### src/rtl/core/page_stats_predicate_filter_assert.svh
// Assertion macros for the page statistics filter
`ifndef PAGE_STATS_PREDICATE_FILTER_ASSERT_SVH
`define PAGE_STATS_PREDICATE_FILTER_ASSERT_SVH

// Implication checked on every clock, off during reset
`define PSF_ASSERT_IMP(label, clk, rst_n, ante, cons) \
	label: assert property (@(posedge clk) disable iff (!rst_n) (ante) |-> (cons)) \
		else $error("assertion failed");

// Next-cycle implication
`define PSF_ASSERT_NEXT(label, clk, rst_n, ante, cons) \
	label: assert property (@(posedge clk) disable iff (!rst_n) (ante) |=> (cons)) \
		else $error("assertion failed");

`endif

### src/rtl/core/psf_pkg.sv
`timescale 1ns / 1ps
package psf_pkg;
	localparam int MaxLiterals = 4;
	localparam int CfgIdxW = 3;
	localparam int CfgDataW = 64;

	typedef enum logic [3:0] {
		OP_ISNULL = 4'd0, OP_NOTNULL = 4'd1, OP_EQ = 4'd2, OP_NE = 4'd3,
		OP_LT = 4'd4, OP_LE = 4'd5, OP_GT = 4'd6, OP_GE = 4'd7,
		OP_IN = 4'd8, OP_NOTIN = 4'd9
	} op_t;

	typedef enum logic [2:0] {
		VT_BOOL = 3'd0, VT_INT32 = 3'd1, VT_INT64 = 3'd2, VT_FLT32 = 3'd3, VT_FLT64 = 3'd4
	} vtype_t;

	typedef enum logic [2:0] {
		CFG_OP = 3'd0, CFG_VTYPE = 3'd1, CFG_LIT0 = 3'd2, CFG_LIT1 = 3'd3,
		CFG_LIT2 = 3'd4, CFG_LIT3 = 3'd5, CFG_COUNT = 3'd6, CFG_NMASK = 3'd7
	} cfg_idx_t;

	// compare result: known, less, equal (greater = known & !lt & !eq)
	typedef struct packed {
		logic known;
		logic lt;
		logic eq;
	} cmp_t;

	// stage-1 prepared operand: order key plus flags
	typedef struct packed {
		logic [63:0] key;
		logic        nan;
		logic        len_ok;
	} opnd_t;

	// map raw bits to an unsigned order key for the given type
	function automatic opnd_t prep(input logic [2:0] vt, input logic [63:0] b,
			input logic [3:0] len, input logic is_lit);
		opnd_t r;
		r.key = '0;
		r.nan = 1'b0;
		r.len_ok = 1'b0;
		case (vt)
			VT_BOOL: begin
				r.key = {63'd0, is_lit ? (b != 64'd0) : (b[7:0] != 8'd0)};
				r.len_ok = len >= 4'd1;
			end
			VT_INT32: begin
				r.key = {32'd0, b[31] ^ 1'b1, b[30:0]};
				r.len_ok = len >= 4'd4;
			end
			VT_INT64: begin
				r.key = {b[63] ^ 1'b1, b[62:0]};
				r.len_ok = len >= 4'd8;
			end
			VT_FLT32: begin
				r.nan = (b[30:23] == 8'hFF) && (b[22:0] != 23'd0);
				if (b[30:0] == 31'd0)
					r.key = {32'd0, 32'h8000_0000};
				else if (b[31])
					r.key = {32'd0, ~b[31:0]};
				else
					r.key = {32'd0, 1'b1, b[30:0]};
				r.len_ok = len >= 4'd4;
			end
			VT_FLT64: begin
				r.nan = (b[62:52] == 11'h7FF) && (b[51:0] != 52'd0);
				if (b[62:0] == 63'd0)
					r.key = 64'h8000_0000_0000_0000;
				else if (b[63])
					r.key = ~b;
				else
					r.key = {1'b1, b[62:0]};
				r.len_ok = len >= 4'd8;
			end
			default: r.len_ok = 1'b0;
		endcase
		if (is_lit)
			r.len_ok = 1'b1;
		return r;
	endfunction
endpackage

### src/rtl/core/page_stats_predicate_filter.sv
`timescale 1ns / 1ps
// Path: a request moves through stage 1, stage 2 and the output register.
// Throughput: one page per cycle; three register stages (operand prep,
// compares, decision) advance together and hold as a whole on output stall.
// Reset: arst_n clears valid bits and loads register defaults (op isnull,
// type int32, literals zero, count one, no null literals).
`include "page_stats_predicate_filter_assert.svh"
module page_stats_predicate_filter
	import psf_pkg::*;
#(
	parameter int MAX_LITERALS = MaxLiterals
) (
	input  logic                clk,
	input  logic                arst_n,
	input  logic                cfg_we,
	input  logic [CfgIdxW-1:0]  cfg_index,
	input  logic [CfgDataW-1:0] cfg_data,
	input  logic                s_tvalid,
	output logic                s_tready,
	// all_null_page, null_count_known, null_count[30:0], min_bits[63:0],
	// min_length[3:0], max_bits[63:0], max_length[3:0], zero pad
	input  logic [175:0]        s_tdata,
	input  logic                s_tlast,
	output logic                m_tvalid,
	input  logic                m_tready,
	// page_matches, zero pad
	output logic [7:0]          m_tdata,
	output logic                m_tlast
);
	localparam int NL = MAX_LITERALS;

	logic [3:0]  op_q;
	logic [2:0]  vt_q;
	logic [63:0] lit_q [4];
	logic [2:0]  count_q;
	logic [3:0]  nmask_q;

	always_ff @(posedge clk or negedge arst_n) begin
		if (!arst_n) begin
			op_q <= OP_ISNULL;
			vt_q <= VT_INT32;
			for (int i = 0; i < 4; i++) lit_q[i] <= '0;
			count_q <= 3'd1;
			nmask_q <= '0;
		end else if (cfg_we) begin
			case (cfg_idx_t'(cfg_index))
				CFG_OP:    op_q <= cfg_data[3:0];
				CFG_VTYPE: vt_q <= cfg_data[2:0];
				CFG_LIT0:  lit_q[0] <= cfg_data;
				CFG_LIT1:  lit_q[1] <= cfg_data;
				CFG_LIT2:  lit_q[2] <= cfg_data;
				CFG_LIT3:  lit_q[3] <= cfg_data;
				CFG_COUNT: count_q <= cfg_data[2:0];
				CFG_NMASK: nmask_q <= cfg_data[3:0];
				default: ;
			endcase
		end
	end

	// literals in use, with saturation
	logic [NL-1:0] used;
	logic          any_null;
	always_comb begin
		for (int k = 0; k < NL; k++)
			used[k] = (k == 0) || (32'(count_q) > k);
		any_null = |(used & nmask_q[NL-1:0]);
	end

	logic adv;
	logic v_s1, v_s2, v_s3;
	assign adv = !m_tvalid || m_tready;
	assign s_tready = adv;

	// stage 1: operand keys
	opnd_t mn_s1, mx_s1;
	opnd_t lk_s1 [NL];
	logic  an_s1, hn_s1, kn_s1, last_s1;
	always_ff @(posedge clk or negedge arst_n) begin
		if (!arst_n) v_s1 <= 1'b0;
		else if (adv) v_s1 <= s_tvalid;
	end
	always_ff @(posedge clk) begin
		if (adv) begin
			an_s1 <= s_tdata[0];
			kn_s1 <= s_tdata[1];
			hn_s1 <= s_tdata[32:2] != 31'd0;
			mn_s1 <= prep(vt_q, s_tdata[96:33], s_tdata[100:97], 1'b0);
			mx_s1 <= prep(vt_q, s_tdata[164:101], s_tdata[168:165], 1'b0);
			for (int k = 0; k < NL; k++)
				lk_s1[k] <= prep(vt_q, lit_q[k], 4'd8, 1'b1);
			last_s1 <= s_tlast;
		end
	end

	// stage 2: compares of min and max against each literal
	cmp_t cmn_s2 [NL];
	cmp_t cmx_s2 [NL];
	logic an_s2, hn_s2, kn_s2, last_s2;
	always_ff @(posedge clk or negedge arst_n) begin
		if (!arst_n) v_s2 <= 1'b0;
		else if (adv) v_s2 <= v_s1;
	end
	always_ff @(posedge clk) begin
		if (adv) begin
			an_s2 <= an_s1;
			hn_s2 <= hn_s1;
			kn_s2 <= kn_s1;
			last_s2 <= last_s1;
			for (int k = 0; k < NL; k++) begin
				cmn_s2[k].known <= mn_s1.len_ok && !mn_s1.nan && !lk_s1[k].nan
					&& vt_q <= VT_FLT64;
				cmn_s2[k].lt <= mn_s1.key < lk_s1[k].key;
				cmn_s2[k].eq <= mn_s1.key == lk_s1[k].key;
				cmx_s2[k].known <= mx_s1.len_ok && !mx_s1.nan && !lk_s1[k].nan
					&& vt_q <= VT_FLT64;
				cmx_s2[k].lt <= mx_s1.key < lk_s1[k].key;
				cmx_s2[k].eq <= mx_s1.key == lk_s1[k].key;
			end
		end
	end

	// stage 3: decision
	logic [NL-1:0] meq;
	logic          m;
	always_comb begin
		for (int k = 0; k < NL; k++)
			meq[k] = !cmn_s2[k].known ||
				((cmn_s2[k].lt || cmn_s2[k].eq) &&
				(!cmx_s2[k].known || !cmx_s2[k].lt));
		m = 1'b1;
		case (op_t'(op_q))
			OP_ISNULL:  m = an_s2 || !kn_s2 || hn_s2;
			OP_NOTNULL: m = !an_s2;
			OP_EQ:      m = !nmask_q[0] && !an_s2 && meq[0];
			OP_NE:      m = !nmask_q[0] && !an_s2 && !(cmn_s2[0].known &&
				cmn_s2[0].eq && cmx_s2[0].known && cmx_s2[0].eq);
			OP_LT:      m = !nmask_q[0] && !an_s2 && (!cmn_s2[0].known || cmn_s2[0].lt);
			OP_LE:      m = !nmask_q[0] && !an_s2 && (!cmn_s2[0].known ||
				cmn_s2[0].lt || cmn_s2[0].eq);
			OP_GT:      m = !nmask_q[0] && !an_s2 && (!cmx_s2[0].known ||
				(!cmx_s2[0].lt && !cmx_s2[0].eq));
			OP_GE:      m = !nmask_q[0] && !an_s2 && (!cmx_s2[0].known || !cmx_s2[0].lt);
			OP_IN: begin
				if (an_s2) m = any_null;
				else if (any_null && (!kn_s2 || hn_s2)) m = 1'b1;
				else m = |(meq & used & ~nmask_q[NL-1:0]);
			end
			OP_NOTIN:   m = !any_null && !an_s2;
			default:    m = 1'b1;
		endcase
	end

	logic res_s3, last_s3;
	always_ff @(posedge clk or negedge arst_n) begin
		if (!arst_n) v_s3 <= 1'b0;
		else if (adv) v_s3 <= v_s2;
	end
	always_ff @(posedge clk) begin
		if (adv) begin
			res_s3 <= m;
			last_s3 <= last_s2;
		end
	end

	assign m_tvalid = v_s3;
	assign m_tdata = {7'd0, res_s3};
	assign m_tlast = last_s3;

	`PSF_ASSERT_NEXT(a_stall_hold, clk, arst_n, m_tvalid && !m_tready, m_tvalid && $stable(res_s3))
	`PSF_ASSERT_IMP(a_ready_adv, clk, arst_n, !m_tvalid, s_tready)
	`PSF_ASSERT_NEXT(a_pipe_move, clk, arst_n, adv && v_s2, v_s3)
endmodule
### config.mk
export PLATFORM = sky130hd
export DESIGN_NAME = page_stats_predicate_filter
export DESIGN_NICKNAME = d
export VERILOG_FILES = /design/src/rtl/core/psf_pkg.sv /design/src/rtl/core/page_stats_predicate_filter.sv
export VERILOG_INCLUDE_DIRS = /design/src /design/src/rtl/core
export SDC_FILE = /design/constraint.sdc
export NUM_CORES = 2
export LEC_CHECK = 0
export BUFFER_PORTS_ARGS = -buffer_cell sky130_fd_sc_hd__clkbuf_2
export CAP_MARGIN = 25
export CORE_MARGIN = 2
export CORE_UTILIZATION = 50
export CTS_CLUSTER_SIZE = 20
export DETAILED_ROUTE_END_ITERATION = 10
export PLACE_DENSITY = 0.7
export SLEW_MARGIN = 20
export SYNTH_ARGS = -nofsm -noshare
export SYNTH_HDL_FRONTEND = slang
export SYNTH_SLANG_ARGS = --single-unit
### constraint.sdc
create_clock -name clk -period 14.3 [get_ports clk]
set_clock_uncertainty 0.2 [all_clocks]
set_input_delay 2.145 -clock clk [delete_from_list [all_inputs] [get_ports clk]]
set_output_delay 2.145 -clock clk [all_outputs]
set_load 0.01 [all_outputs]
==> impl_metrics.toml <==
[worst_setup_path]
worst_setup_path_start_kind = "primary input"
crit_buf_inv = 3
max_stage_delay_ns = 0.83
crit_family = "simple AND/OR/NAND/NOR gates"
crit_path_top_delay_cell = "a21oi_2"
crit_path_end_kind = "flop"
crit_type = "primary input to flop"
path_cells = "clkbuf_2, inv_1, ha_1, nor4b_1, nand4_1, nor3_1, nand2_1, and3_1, a21oi_2, buf_4, mux2i_1"
required_ns = 14.43
arrival_ns = 6.04
r2r_setup_slack_ns = 9.62
path_max_fanout = 20

[grt]
grt_pass1_vias = 29219
antenna_found_initial = 10
grt_first_pass_wirelength_mm = 186
overflow = 0
grt_max_degree = 143
grt_usage = 0.294

[floorplanning]
core_sq_um = 82100
die_w_microns = 292
start_util = 0.505
die-area_sq_um = 85200
io_pins = 260
fp.dieH_microns = 292
fp-row-count = 105

[timing]
holdWs_ns = 0.218
slew_headroom = 0.294
final_hold_viol_count = 0
slew_viol_final = 0
max_slew.worst_pin.slew_ns = 1.06
rsz0062_at_grt = "no"
period_share = 0.413
setup_viol = 0
timing.final.ws_setup_ns = 8.39
layout_min_cycle_time_ns = 5.91
tns_ns = 0
fmax_ghz = 0.169

[synthesis]
synth_area_leader_cell = "edfxtp_1"
yosysMostFrequentCell = "ha_1"
ys_seq_elements = 696
syn_inst = 3557
synth_edf_count = 423
yosysSeqAreaShare = 0.472
yosysWarnings = 0
yosysUniqueCellTypes = 73
yosys.area.top_type_share = 0.307
synth_commonest_cells = "ha_1, edfxtp_1, inv_1"
avgSynthCellArea_sq_um = 11.6
ys.flop_type = "edfxtp_1"
synth_area_leaders = "edfxtp_1, dfrtp_1, ha_1"
synth-async-reset-ratio = 0.392
syn_area_sq_um = 41400

[cells_and_area]
drive_gt1_frac = 0.184
layout-area-overhead-vs-synth_pct = 12.7
fin_util = 0.568
layout.nets = 4580

[power_and_ir_drop]
power_switching_w = 0.00319
power_density_nw_per_um2 = 183
sw_frac_of_total = 0.374
p_int_w = 0.00535
ir_drop_v = 0.0000972
clkPwrFrac = 0.243
comb_power_share = 0.361
power_leakage_nw = 21.1
seqPwrFrac = 0.396

[route]
avgViaCountPerCell = 6.10
wl_per_cell_microns = 25.5
first_pass_iters = 5
ant_nets = 0
drtIter0Drc = 3013
via_count = 30169
drc = 0
wl_mm = 126

[placement]
io_buffers = 245
gp_congestion = 0.986
dp_hpwl_mm = 95.5
place_ws_ns = 7.77

[clock_tree]
ctsHoldBuffers = 0
cts_max_level = 3
clk_pin_slew_ns = 0.06
clkSinkCount = 696
postCtsResizedCells = 0
clockBufferDepth = 3
clock_tree.root_cell = "clkbuf_16"
post_cts_buffers = 0
clk_latency_ns = 0.64
tritoncts = "yes"
cts_buffers = 78

[hold_path]
hp-class = "flop to flop"

[status]
run_status = "finished, final reports clean"

[run]
maxCapViolCount = 0
-- flip-flops by register name, indices dropped and copies added, names as in the netlist --
name	count
m_tlast	1
mn_s1	66
m_tvalid	1
hn_s2	1
last_s2	1
lk_s1	260
an_s2	1
cmn_s2	12
cmx_s2	9
last_s1	1
v_s2	1
v_s1	1
vt_q	3
hn_s1	1
count_q	3
an_s1	1
nmask_q	4
res_s3	1
lit_q	256
kn_s1	1
mx_s1	66
kn_s2	1
op_q	4
-- routing by layer --
layer  share of wire  track usage
met1            0.43        0.411
met2            0.44        0.449
met3           0.086       0.0515
met4           0.046        0.128
met5         0.00089            0
-- layout make-up --
class	count	area (sq um)
antenna	1	2.50
clock buffer	112	2260
clock inverter	34	380
fill	6814	35400
inverter	284	1070
multi-input combinational	2457	20400
sequential	696	19500
tap	1070	1340
timing repair buffer	295	1680
-- placed cells by master, fill, tap and decap left out, types with 26 or more instances in the layout --
| cell | Yosys | final |
|---|---|---|
| ha_1 | 519 | 519 |
| edfxtp_1 | 423 | 423 |
| inv_1 | 284 | 284 |
| dfrtp_1 | 271 | 271 |
| mux2i_1 | 266 | 266 |
| mux2_2 | 263 | 263 |
| clkbuf_2 | 0 | 244 |
| a21oi_1 | 179 | 177 |
| nor2_1 | 161 | 161 |
| a21o_1 | 159 | 159 |
| nand2_1 | 152 | 152 |
| o21ai_0 | 144 | 143 |
| nand4_1 | 140 | 140 |
| nor4_1 | 86 | 86 |
| clkbuf_16 | 0 | 83 |
| nor3_1 | 50 | 49 |
| buf_4 | 9 | 43 |
| xor2_1 | 30 | 30 |
| nand3_1 | 27 | 27 |
| a211oi_1 | 26 | 26 |
-- power groups by stage --
stage                     clock network (W)  registers, W  logic [W]
final                               0.00208       0.00338    0.00309
after global routing                0.00218       0.00343    0.00344
after CTS                           0.00210       0.00337    0.00303
after detailed placement                  0       0.00340    0.00300
after global placement                    0       0.00339    0.00291
after floorplan                           0       0.00321    0.00211
-- path summary, 6_finish.rpt --
kind                                         endpoint                  from  cells after the start
worst min register to register      last_s2$_DFFE_PP_     last_s1$_DFFE_PP_                      0
max in group asynchronous       lit_q[83]$_DFFE_PN0P_                arst_n                      2
worst max-delay path              mx_s1[18]$_DFFE_PP_          s_tdata[131]                     11
min in group asynchronous        m_tvalid$_DFFE_PN0P_                arst_n                      1
worst min-delay path                last_s2$_DFFE_PP_     last_s1$_DFFE_PP_                      0
worst max register to register     mx_s1[7]$_DFFE_PP_  m_tvalid$_DFFE_PN0P_                      6
-- cell families after synthesis --
| group | share of synthesized area |
|---|---|
| AOI/OAI and AO/OA | 0.0938 |
| xor gates and xnor gates | 0.00888 |
| adders and majority gates | 0.157 |
| buffers and inverters | 0.0392 |
| DFF | 0.472 |
| muxes | 0.136 |
| other | 0.0000905 |
| and+or+nand+nor | 0.0939 |
-- through the flow --
stage               power [W]  cells  area (sq um)
finish                0.00855   4949         46700
detailed placement    0.00640   4801         44000
global route          0.00905   4948         46700
CTS                   0.00850   4947         46600
floorplan             0.00532   3563         41400
global placement      0.00630   4796         43900
No activity file was read; power rests on OpenSTA's default activity.
